File: src/hdl/rhsp_pkg.sv
// ----------------------------------------------------------------------------
// rhsp_pkg
// Shared widths, constants and the pipeline type of the radial Hermite sprite
// pixel generator.
// ----------------------------------------------------------------------------
`default_nettype none

package rhsp_pkg;

    // Field widths
    localparam int COORD_W = 10;
    localparam int CFG_W   = 4;
    localparam int OUT_W   = 8;

    // Configuration port
    localparam int PDATA_W = 32;
    localparam int PADDR_W = 3;
    localparam logic [0:0] REG_SIZE_LOG2 = 1'b0;
    localparam logic [CFG_W-1:0] SIZE_LOG2_RESET = 4'd5;

    // Default for the largest sprite edge, as log2
    localparam int MAX_SIZE_LOG2_DEF = 10;

    // Width of the shift amount 32 - 2*s
    localparam int SH_W = 6;

    // Square root: radicand is (r^2 / N^2) * 2^32 <= 2^33
    localparam int V_W      = 34;
    localparam int Q_W      = 17;
    localparam int REM_W    = 19;
    localparam int SQ_DIGITS = V_W / 2;
    localparam int SQ_PER    = 3;
    localparam int SQ_STAGES = (SQ_DIGITS + SQ_PER - 1) / SQ_PER;

    // Falloff arithmetic
    localparam int DSQ_W = 33;
    localparam int T_W   = 18;
    localparam int F_W   = 49;
    localparam logic [Q_W-1:0] ONE_Q16   = 17'd65536;
    localparam logic [T_W-1:0] THREE_Q16 = 18'd196608;
    localparam logic [F_W-1:0] ONE_Q48   = 49'h1_0000_0000_0000;

    // Square root working set carried down the pipeline
    typedef struct packed {
        logic [V_W-1:0]   v;
        logic [Q_W-1:0]   q;
        logic [REM_W-1:0] rem;
    } t_sqrt_stage;

endpackage

`default_nettype wire

File: src/hdl/rhsp_coord.sv
// ----------------------------------------------------------------------------
// rhsp_coord
// Two stages: centered coordinate magnitudes, then squared radius scaled to
// the square root's Q32 radicand.
// ----------------------------------------------------------------------------
`default_nettype none

module rhsp_coord #(
    parameter int MAX_SIZE_LOG2 = rhsp_pkg::MAX_SIZE_LOG2_DEF
) (
    input  wire logic                          i_clk,
    input  wire logic                          i_rst_n,
    input  wire logic                          i_valid,
    input  wire logic [rhsp_pkg::COORD_W-1:0]  i_col,
    input  wire logic [rhsp_pkg::COORD_W-1:0]  i_row,
    input  wire logic [rhsp_pkg::CFG_W-1:0]    i_size_log2,
    input  wire logic                          i_ready_dn,
    output logic                               o_ready_up,
    output logic                               o_valid,
    output rhsp_pkg::t_sqrt_stage              o_data
);

    localparam int SW  = $clog2(MAX_SIZE_LOG2 + 1);
    localparam int AW  = MAX_SIZE_LOG2 + 1;
    localparam int XW  = (rhsp_pkg::COORD_W + 1 > AW) ? rhsp_pkg::COORD_W + 1 : AW;
    localparam int R2W = 2 * AW + 1;

    logic [SW-1:0]                  s_eff;
    logic [rhsp_pkg::COORD_W-1:0]   mask;
    logic [XW-1:0]                  n_full;
    logic [XW-1:0]                  c2;
    logic [XW-1:0]                  r2x;
    logic [AW-1:0]                  n_abs_a;
    logic [AW-1:0]                  n_abs_b;

    logic                           r_valid_a;
    logic [AW-1:0]                  r_abs_a;
    logic [AW-1:0]                  r_abs_b;
    logic [SW-1:0]                  r_s;

    logic [R2W-1:0]                 rsq;
    logic [rhsp_pkg::SH_W-1:0]      shift;
    logic [R2W+31:0]                wide;

    logic                           r_valid_b;
    rhsp_pkg::t_sqrt_stage          r_data_b;
    logic                           ready_a;
    logic                           ready_b;

    assign ready_b    = !r_valid_b || i_ready_dn;
    assign ready_a    = !r_valid_a || ready_b;
    assign o_ready_up = ready_a;
    assign o_valid    = r_valid_b;
    assign o_data     = r_data_b;

    // Clamp the edge exponent and fold the coordinates to the sprite
    always_comb begin
        priority if (i_size_log2 < rhsp_pkg::CFG_W'(1)) begin
            s_eff = SW'(1);
        end else if (i_size_log2 > rhsp_pkg::CFG_W'(MAX_SIZE_LOG2)) begin
            s_eff = SW'(MAX_SIZE_LOG2);
        end else begin
            s_eff = SW'(i_size_log2);
        end
        mask   = rhsp_pkg::COORD_W'(((rhsp_pkg::COORD_W + 1)'(1) << s_eff) - 1'b1);
        n_full = XW'(1) << s_eff;
        c2     = XW'(i_col & mask) << 1;
        r2x    = XW'(i_row & mask) << 1;
        n_abs_a = (c2 >= n_full) ? AW'(c2 - n_full) : AW'(n_full - c2);
        n_abs_b = (r2x >= n_full) ? AW'(r2x - n_full) : AW'(n_full - r2x);
    end

    always_comb begin
        rsq   = R2W'(r_abs_a) * R2W'(r_abs_a) + R2W'(r_abs_b) * R2W'(r_abs_b);
        shift = rhsp_pkg::SH_W'(32 - 2 * int'(r_s));
        wide  = (R2W + 32)'(rsq) << shift;
    end

    always_ff @(posedge i_clk) begin
        if (!i_rst_n) begin
            r_valid_a <= 1'b0;
            r_valid_b <= 1'b0;
        end else begin
            if (ready_a) begin
                r_valid_a <= i_valid;
            end
            if (ready_b) begin
                r_valid_b <= r_valid_a;
            end
        end
    end

    always_ff @(posedge i_clk) begin
        if (ready_a) begin
            r_abs_a <= n_abs_a;
            r_abs_b <= n_abs_b;
            r_s     <= s_eff;
        end
        if (ready_b) begin
            r_data_b.v   <= wide[rhsp_pkg::V_W-1:0];
            r_data_b.q   <= '0;
            r_data_b.rem <= '0;
        end
    end

endmodule

`default_nettype wire

File: src/hdl/rhsp_sqrt_step.sv
// ----------------------------------------------------------------------------
// rhsp_sqrt_step
// One register stage of the digit-by-digit square root: resolves ITERS
// result bits, starting at radicand digit pair FIRST.
// ----------------------------------------------------------------------------
`default_nettype none

module rhsp_sqrt_step #(
    parameter int FIRST = rhsp_pkg::SQ_DIGITS - 1,
    parameter int ITERS = rhsp_pkg::SQ_PER
) (
    input  wire logic                  i_clk,
    input  wire logic                  i_rst_n,
    input  wire logic                  i_valid,
    input  wire rhsp_pkg::t_sqrt_stage i_data,
    input  wire logic                  i_ready_dn,
    output logic                       o_ready_up,
    output logic                       o_valid,
    output rhsp_pkg::t_sqrt_stage      o_data
);

    localparam int RW2 = rhsp_pkg::REM_W + 2;

    logic [rhsp_pkg::REM_W-1:0] rem;
    logic [rhsp_pkg::Q_W-1:0]   q;
    logic [RW2-1:0]             rem_w;
    logic [RW2-1:0]             trial;
    logic                       r_valid;
    rhsp_pkg::t_sqrt_stage      r_data;

    assign o_ready_up = !r_valid || i_ready_dn;
    assign o_valid    = r_valid;
    assign o_data     = r_data;

    // Bring down one digit pair, try (q << 2) | 1, keep it if it fits
    always_comb begin
        rem   = i_data.rem;
        q     = i_data.q;
        rem_w = '0;
        trial = '0;
        for (int j = 0; j < ITERS; j++) begin
            rem_w = {rem, i_data.v[2 * (FIRST - j) +: 2]};
            trial = RW2'({q, 2'b01});
            if (rem_w >= trial) begin
                rem = rhsp_pkg::REM_W'(rem_w - trial);
                q   = {q[rhsp_pkg::Q_W-2:0], 1'b1};
            end else begin
                rem = rhsp_pkg::REM_W'(rem_w);
                q   = {q[rhsp_pkg::Q_W-2:0], 1'b0};
            end
        end
    end

    always_ff @(posedge i_clk) begin
        if (!i_rst_n) begin
            r_valid <= 1'b0;
        end else if (o_ready_up) begin
            r_valid <= i_valid;
        end
    end

    always_ff @(posedge i_clk) begin
        if (o_ready_up) begin
            r_data.v   <= i_data.v;
            r_data.q   <= q;
            r_data.rem <= rem;
        end
    end

endmodule

`default_nettype wire

File: src/hdl/rhsp_falloff.sv
// ----------------------------------------------------------------------------
// rhsp_falloff
// Three stages: clamp and square the distance, multiply by (3 - 2d), then
// subtract from one and scale to a byte. The last register is the output.
// ----------------------------------------------------------------------------
`default_nettype none

module rhsp_falloff (
    input  wire logic                        i_clk,
    input  wire logic                        i_rst_n,
    input  wire logic                        i_valid,
    input  wire logic [rhsp_pkg::Q_W-1:0]    i_dist,
    input  wire logic                        i_ready_dn,
    output logic                             o_ready_up,
    output logic                             o_valid,
    output logic [rhsp_pkg::OUT_W-1:0]       o_intensity
);

    localparam int PW = rhsp_pkg::F_W + 1;
    localparam int SW = rhsp_pkg::F_W + 8;

    logic [rhsp_pkg::Q_W-1:0]    d;
    logic [2*rhsp_pkg::Q_W-1:0]  dsq_full;
    logic [PW-1:0]               prod_lo;
    logic [PW-1:0]               prod_hi;
    logic [rhsp_pkg::F_W-1:0]    f;
    logic [SW-1:0]               scaled;

    logic                        r_valid_c;
    logic [rhsp_pkg::DSQ_W-1:0]  r_dsq;
    logic [rhsp_pkg::T_W-1:0]    r_t;
    logic                        r_valid_d;
    logic [rhsp_pkg::F_W-1:0]    r_p;
    logic                        r_valid_e;
    logic [rhsp_pkg::OUT_W-1:0]  r_out;

    logic                        ready_c;
    logic                        ready_d;
    logic                        ready_e;

    assign ready_e     = !r_valid_e || i_ready_dn;
    assign ready_d     = !r_valid_d || ready_e;
    assign ready_c     = !r_valid_c || ready_d;
    assign o_ready_up  = ready_c;
    assign o_valid     = r_valid_e;
    assign o_intensity = r_out;

    always_comb begin
        d        = (i_dist > rhsp_pkg::ONE_Q16) ? rhsp_pkg::ONE_Q16 : i_dist;
        dsq_full = (2 * rhsp_pkg::Q_W)'(d) * (2 * rhsp_pkg::Q_W)'(d);
        // D^2 reaches 2^32 only at D = 1: split off its top bit
        prod_lo  = PW'(r_dsq[31:0]) * PW'(r_t);
        prod_hi  = r_dsq[32] ? (PW'(r_t) << 32) : '0;
        f        = rhsp_pkg::ONE_Q48 - r_p;
        scaled   = (SW'(f) << 8) - SW'(f);
    end

    always_ff @(posedge i_clk) begin
        if (!i_rst_n) begin
            r_valid_c <= 1'b0;
            r_valid_d <= 1'b0;
            r_valid_e <= 1'b0;
        end else begin
            if (ready_c) begin
                r_valid_c <= i_valid;
            end
            if (ready_d) begin
                r_valid_d <= r_valid_c;
            end
            if (ready_e) begin
                r_valid_e <= r_valid_d;
            end
        end
    end

    always_ff @(posedge i_clk) begin
        if (ready_c) begin
            r_dsq <= dsq_full[rhsp_pkg::DSQ_W-1:0];
            r_t   <= rhsp_pkg::THREE_Q16 - rhsp_pkg::T_W'({d, 1'b0});
        end
        if (ready_d) begin
            r_p <= rhsp_pkg::F_W'(prod_lo + prod_hi);
        end
        if (ready_e) begin
            r_out <= scaled[rhsp_pkg::F_W-1 +: rhsp_pkg::OUT_W];
        end
    end

endmodule

`default_nettype wire

File: src/hdl/radial_hermite_sprite_pixel.sv
// ----------------------------------------------------------------------------
// radial_hermite_sprite_pixel
// Per-pixel radial Hermite falloff for an N-by-N sprite, one byte per pixel.
// ----------------------------------------------------------------------------
// Usage:
//   Input channel: present a pixel (i_col, i_row) with i_in_valid; the
//   transaction completes on a clock edge with o_in_stall low. Only the low
//   size_log2 bits of each coordinate are used.
//   Output channel: o_out_valid with o_intensity, the falloff byte that the
//   caller repeats into R, G, B and A; hold it until i_out_stall is low.
//   Configuration: APB register size_log2 at byte address 0 (reset 5, used
//   clamped to 1..MAX_SIZE_LOG2). Write only while no pixel is in flight.
// Throughput: one pixel per cycle while i_out_stall is low, set by the
//   eleven-stage pipeline: two coordinate stages, six square root stages
//   (three result bits each, two in the last), three falloff stages.
// Reset: synchronous, active low; empties the pipeline and loads size_log2.
// Stall: each stage holds only while it is full and the stage after it is
//   holding, so bubbles close up and input stalls only once all stages fill.
// ----------------------------------------------------------------------------
`default_nettype none

module radial_hermite_sprite_pixel #(
    parameter int MAX_SIZE_LOG2 = rhsp_pkg::MAX_SIZE_LOG2_DEF
) (
    input  wire logic                          i_clk,
    input  wire logic                          i_rst_n,
    // pixel input
    input  wire logic                          i_in_valid,
    output logic                               o_in_stall,
    input  wire logic [rhsp_pkg::COORD_W-1:0]  i_col,
    input  wire logic [rhsp_pkg::COORD_W-1:0]  i_row,
    // intensity output
    output logic                               o_out_valid,
    input  wire logic                          i_out_stall,
    output logic [rhsp_pkg::OUT_W-1:0]         o_intensity,
    // configuration
    input  wire logic                          psel,
    input  wire logic                          penable,
    input  wire logic                          pwrite,
    input  wire logic [rhsp_pkg::PADDR_W-1:0]  paddr,
    input  wire logic [rhsp_pkg::PDATA_W-1:0]  pwdata,
    output logic [rhsp_pkg::PDATA_W-1:0]       prdata,
    output logic                               pready
);

    localparam int NS = rhsp_pkg::SQ_STAGES;

    logic [rhsp_pkg::CFG_W-1:0] r_size_log2;
    logic                       cfg_wr;

    // Stage links: entry 0 is the coordinate output, entry NS the root
    logic                       sq_valid [NS+1];
    rhsp_pkg::t_sqrt_stage      sq_data  [NS+1];
    logic                       sq_ready [NS+1];

    // Register file: a single register, index taken from paddr[2]
    assign pready = 1'b1;
    assign cfg_wr = psel && penable && pwrite && pready;
    assign prdata = (paddr[2] == rhsp_pkg::REG_SIZE_LOG2)
                  ? rhsp_pkg::PDATA_W'(r_size_log2) : '0;

    always_ff @(posedge i_clk) begin
        if (!i_rst_n) begin
            r_size_log2 <= rhsp_pkg::SIZE_LOG2_RESET;
        end else if (cfg_wr && (paddr[2] == rhsp_pkg::REG_SIZE_LOG2)) begin
            r_size_log2 <= pwdata[rhsp_pkg::CFG_W-1:0];
        end
    end

    // Centered coordinates and the scaled squared radius
    logic coord_ready;

    rhsp_coord #(
        .MAX_SIZE_LOG2 (MAX_SIZE_LOG2)
    ) u_coord (
        .i_clk       (i_clk),
        .i_rst_n     (i_rst_n),
        .i_valid     (i_in_valid),
        .i_col       (i_col),
        .i_row       (i_row),
        .i_size_log2 (r_size_log2),
        .i_ready_dn  (sq_ready[0]),
        .o_ready_up  (coord_ready),
        .o_valid     (sq_valid[0]),
        .o_data      (sq_data[0])
    );

    assign o_in_stall = !coord_ready;

    // Square root, three result bits per stage, last stage takes the rest
    for (genvar g = 0; g < NS; g++) begin : g_sqrt
        localparam int FIRST = rhsp_pkg::SQ_DIGITS - 1 - g * rhsp_pkg::SQ_PER;
        localparam int ITERS = (FIRST + 1 < rhsp_pkg::SQ_PER) ? FIRST + 1
                                                              : rhsp_pkg::SQ_PER;
        rhsp_sqrt_step #(
            .FIRST (FIRST),
            .ITERS (ITERS)
        ) u_step (
            .i_clk      (i_clk),
            .i_rst_n    (i_rst_n),
            .i_valid    (sq_valid[g]),
            .i_data     (sq_data[g]),
            .i_ready_dn (sq_ready[g+1]),
            .o_ready_up (sq_ready[g]),
            .o_valid    (sq_valid[g+1]),
            .o_data     (sq_data[g+1])
        );
    end

    // Clamp, Hermite polynomial, byte scale
    rhsp_falloff u_falloff (
        .i_clk       (i_clk),
        .i_rst_n     (i_rst_n),
        .i_valid     (sq_valid[NS]),
        .i_dist      (sq_data[NS].q),
        .i_ready_dn  (!i_out_stall),
        .o_ready_up  (sq_ready[NS]),
        .o_valid     (o_out_valid),
        .o_intensity (o_intensity)
    );

endmodule

`default_nettype wire

File: config.mk
export PLATFORM = sky130hd
export DESIGN_NAME = radial_hermite_sprite_pixel
export DESIGN_NICKNAME = d
export VERILOG_FILES = /design/src/hdl/rhsp_pkg.sv /design/src/hdl/rhsp_coord.sv /design/src/hdl/rhsp_sqrt_step.sv /design/src/hdl/rhsp_falloff.sv /design/src/hdl/radial_hermite_sprite_pixel.sv
export SDC_FILE = /design/constraint.sdc
export NUM_CORES = 2
export LEC_CHECK = 0
export BUFFER_PORTS_ARGS = -buffer_cell sky130_fd_sc_hd__buf_2
export CAP_MARGIN = 40
export CORE_MARGIN = 4
export CORE_UTILIZATION = 40
export DETAILED_ROUTE_END_ITERATION = 10
export PLACE_DENSITY = 0.56
export SLEW_MARGIN = 30
export SYNTH_ARGS = -nofsm -noshare
export SYNTH_HDL_FRONTEND = slang
export SYNTH_HIERARCHICAL = 1
export SYNTH_SLANG_ARGS = --single-unit
File: constraint.sdc
create_clock -name i_clk -period 42.8 [get_ports i_clk]
set_input_delay 8.56 -clock i_clk [delete_from_list [all_inputs] [get_ports i_clk]]
set_output_delay 8.56 -clock i_clk [all_outputs]
set_load 0.03 [all_outputs]
# Word level (Yosys, flattened, before mapping)
# Cells that the tools add are included.
dict set report classes {
  n_reduce_logical 27
  n_div 0
  magnitude_cmp 22
  n_mul 4
  mux 40
  n_shift 2
  n_eq_ne 0
  n_addsub 27
  bitwise_logic 3
}
# cell n
set ops {}
lappend ops {{2-to-1 mux 19 bit} 16}
lappend ops {{subtractor 56 x 49 -> 56 bit} 1}
lappend ops {{adder 49 bit} 1}
lappend ops {{multiplier 32 x 18 -> 49 bit} 1}
lappend ops {{2-to-1 mux 49 bit} 1}
lappend ops {{subtractor 49 bit, first input constant} 1}
lappend ops {{multiplier 11 x 11 -> 22 bit} 2}
lappend ops {{subtractor 11 bit} 4}
lappend ops {{<< shifter 23 x 6 -> 34 bit} 1}
lappend ops {{multiplier 17 x 17 -> 33 bit} 1}
lappend ops {{adder 22 x 22 -> 23 bit} 1}
lappend ops {{greater-or-equal comparator 11 bit} 2}
lappend ops {{2-to-1 mux 11 bit} 2}
lappend ops {{greater-or-equal comparator 21 x 10 -> 1 bit} 1}
lappend ops {{greater-or-equal comparator 21 x 11 -> 1 bit} 1}
lappend ops {{greater-or-equal comparator 21 x 12 -> 1 bit} 1}
lappend ops {{greater-or-equal comparator 21 x 13 -> 1 bit} 1}
lappend ops {{greater-or-equal comparator 21 x 14 -> 1 bit} 1}
lappend ops {{greater-or-equal comparator 21 x 15 -> 1 bit} 1}
lappend ops {{greater-or-equal comparator 21 x 16 -> 1 bit} 1}
lappend ops {{greater-or-equal comparator 21 x 17 -> 1 bit} 1}
lappend ops {{greater-or-equal comparator 21 x 18 -> 1 bit} 1}
lappend ops {{greater-or-equal comparator 21 x 3 -> 1 bit} 1}
lappend ops {{greater-or-equal comparator 21 x 4 -> 1 bit} 1}
lappend ops {{other kinds (37)} 80}
dict set report totals {
  wordCells 161
  mem_bits_rw 0
  romBits 0
  in_bits 62
  regBits 420
  n_memories 0
  latch_bits 0
}

# Longest topological paths before layout
dict set report depth {
  depth_word 13
  depth_mapped 42
  ltp_nobuf 34
}

# Cells and area by module
# The synthesis kept the hierarchy.
# mod n_inst cells_per_inst area_each_um2
set modules_own_cells {}
lappend modules_own_cells {rhsp_falloff 1 3448 31680.4}
lappend modules_own_cells {{rhsp_sqrt_step at g_sqrt[0].u_step ...} 5 678 6178.4}
lappend modules_own_cells {rhsp_coord 1 1401 12338.1}
lappend modules_own_cells {{rhsp_sqrt_step at g_sqrt[5].u_step} 1 419 4544.4}
lappend modules_own_cells {radial_hermite_sprite_pixel 1 55 449.2}

# Least setup slack after synthesis
# Ideal clock, no wire load.
dict set report synth_path {
  path_type {input to output}
  startpoint {input i_out_stall}
  endpoint {output o_in_stall}
  path_slack_ns 11.786
  required_ns 34.240
  cell_stages 12
  arrival_time_ns 22.454
  cell_sequence {inv_1 > nor2b_1 > nand3_1 > nand2b_1 > nand2b_1 > nand2b_1 > nand2b_1 > nand2b_1 > nand2b_1 > nor2b_1 > nand2_1 > inv_1}
}
# item line
set synth_lines {}
lappend synth_lines {{from (decl)} radial_hermite_sprite_pixel.sv:34} ;# input wire logic i_out_stall,
lappend synth_lines {{to (decl)} radial_hermite_sprite_pixel.sv:29} ;# output logic o_in_stall,

==> impl_results.md <==
* GRT overflow at 0
* Register area at 13500 µm²
* # resized after CTS at 0
* Vias in the first global route at 59300
* Number of remaining DRC errors at 0
* Post-CTS setup buffer count at 0
* Worst skew pair latency at 0.65 ns
* WP data required at 34.24 ns
* Vias at 58200
* Dpl ws at 20.49 ns
* H-tree depth at 2
* IO Port Bufs at 45
* Post-synthesis instance area at 74800 µm²
* Post-synthesis average cell area at 8.85 µm²
* Share of cells above drive strength 1 at 0.0504
* Final setup margin at 20.89 ns
* Final setup viols at 0
* Worst-path fanout max at 54
* Root Driver: clkbuf_16
* TritonCTS Sinks at 454
* Critical Path Source: i_out_stall
* Tightest Hold Check Type: reg -> reg
* Core box area at 186000 µm²
* Initial DRC Count at 3618
* Io pins at 105
* Row count at 158
* Overall routing resource usage at 0.206
* Post-DP HPWL at 165 mm
* Final Hold Vio Count at 0
* Worst slew margin at 0.370
* Area growth, synth to finish at 5.95%
* Routed WL at 201 mm
* Nets at 9976
* Die height at 441 µm
* CTS max path bufs at 3
* Critical Path Sink Type: output port
* WP data arrival at 13.35 ns
* Unrepaired setup endpoints after global routing: no
* Yosys Warn Count at 6
* Total negative slack at 0 ns
* Worst clock skew at 0.0280 ns
* Routed vias/inst at 5.36
* CTS tree: built
* Largest net degree at the start of global routing at 60
* Die W at 441 µm
* Initial antenna violation count at 3
* Max_cap viols at 0
* Footprint of the multi-input gates at 54700 µm²
* Hold_sp: u_coord/o_data[51]$_SDFFCE_PP0P_
* WL/cell at 18.5 µm
* Detail Route Antenna Nets at 0
* Worst r2r src: g_sqrt[2].u_step/o_data[31]$_DFFE_PP_
* Starting Density at 0.403
* Detailed Routing Iterations Pass 1 at 5
* Hold-fix buffer count after cts at 0
* Tmin final at 21.91 ns
* Reg clk slew, reported paths at 0.06 ns
* GPL Wtd Cong at 0.900
* Final critical-path share of the clock period at 0.512
* First-pass GRT wire length at 324 mm
* # fillers at 18300
* Fmax at 45.6 MHz
* Post-synthesis cell count at 8458
* Die area at 194000 µm²
* Tightest Pin Transition at 0.938 ns
* Outcome: complete, no violations
* Final Max Slew Viols at 0
* CP startpoint kind: input pin
* Crit path kind: in -> out
* Num CTS Buffers at 55
layer usage:
layer | GRT usage | vias up | wire [µm]
met5 | 0 | - | 0
li1 | - | 28100 | -
met4 | 0.0523 | 0 | 5150
met3 | 0.0174 | 248 | 7330
met2 | 0.356 | 1155 | 97000
met1 | 0.279 | 28800 | 91600
worst paths after layout:
check / endpoint / slack [ns] / cells past startpoint
hold reg to reg: g_sqrt[0].u_step/o_data[51]$_DFFE_PP_ / 0.40 / 0
hold / removal: g_sqrt[0].u_step/o_data[51]$_DFFE_PP_ / 0.40 / 0
setup / recovery: o_in_stall / 20.89 / 19
setup reg to reg: g_sqrt[3].u_step/o_data[17]$_DFFE_PP_ / 33.08 / 29
registers in the layout, summed over array words and instances, names as in the netlist, 4 cells and up:
name / flops
g_sqrt.u_step/o_data: 277
g_sqrt.u_step/o_valid: 6
r_size_log2: 4
u_coord/o_data: 33
u_coord/r_abs_a: 11
u_coord/r_abs_b: 10
u_coord/r_s: 4
u_falloff/o_intensity: 8
u_falloff/r_dsq: 32
u_falloff/r_p: 48
u_falloff/r_t: 16
metrics by stage:
| step | area (µm²) | util | hold WS, ns | cells |
|---|---|---|---|---|
| final | 79300 | 0.427 | 0.404 | 10900 |
| after global routing | 79300 | 0.427 | 0.419 | 10900 |
| after floorplan | 75200 | - | 0.400 | 8548 |
| after CTS | 79200 | 0.427 | 0.412 | 10900 |
| after global placement | 77100 | 0.415 | 0.403 | 10700 |
| after detailed placement | 77200 | 0.416 | 0.405 | 10700 |
area by class of cell:
type | count | area share
timing repair buffer | 117 | 0.0106
tap | 2480 | 0.0391
multi-input combinational | 6328 | 0.690
inverter | 1372 | 0.0653
antenna | 1 | 0.0000316
clock buffer | 68 | 0.0185
sequential | 454 | 0.170
clock inverter | 35 | 0.00653
cells in the final DEF, fill, tap and decap left out, types with 46 or more instances in the layout:
master     instances
nand2_1          878
inv_1           1364
nor2b_1           77
or3_1             52
o21bai_1          49
and2_1           341
buf_2             46
fa_1             804
nor3_1           136
conb_1            96
ha_1             782
a21oi_1          476
edfxtp_1         439
mux2_2            59
a31oi_1           71
o21a_1            67
xnor2_1          248
clkbuf_16         56
a211oi_1          59
nand2b_1          51
xor2_1           155
and3_1           117
a21o_1           234
o31ai_1           51
nor2_1           390
nand4_1           68
o21ai_0          300
buf_4             60
nand3_1          109
worst max-delay path, stage by stage:
cell,delay [ns]
buf_2,0.10
inv_1,0.05
nor2b_1,0.12
nand3_2,0.11
buf_4,0.52
nand2b_1,0.33
buf_6,0.22
nand2b_2,0.43
nand2b_2,0.20
buf_4,0.45
nand2b_2,0.22
buf_4,0.53
nand2b_2,0.26
nand2b_4,0.31
nor2b_1,0.15
nand2_1,0.10
buf_4,0.35
inv_1,0.06
buf_2,0.18
Power is not shown: default switching activity piles up to over one toggle a cycle in this logic, so the estimate is an artifact.
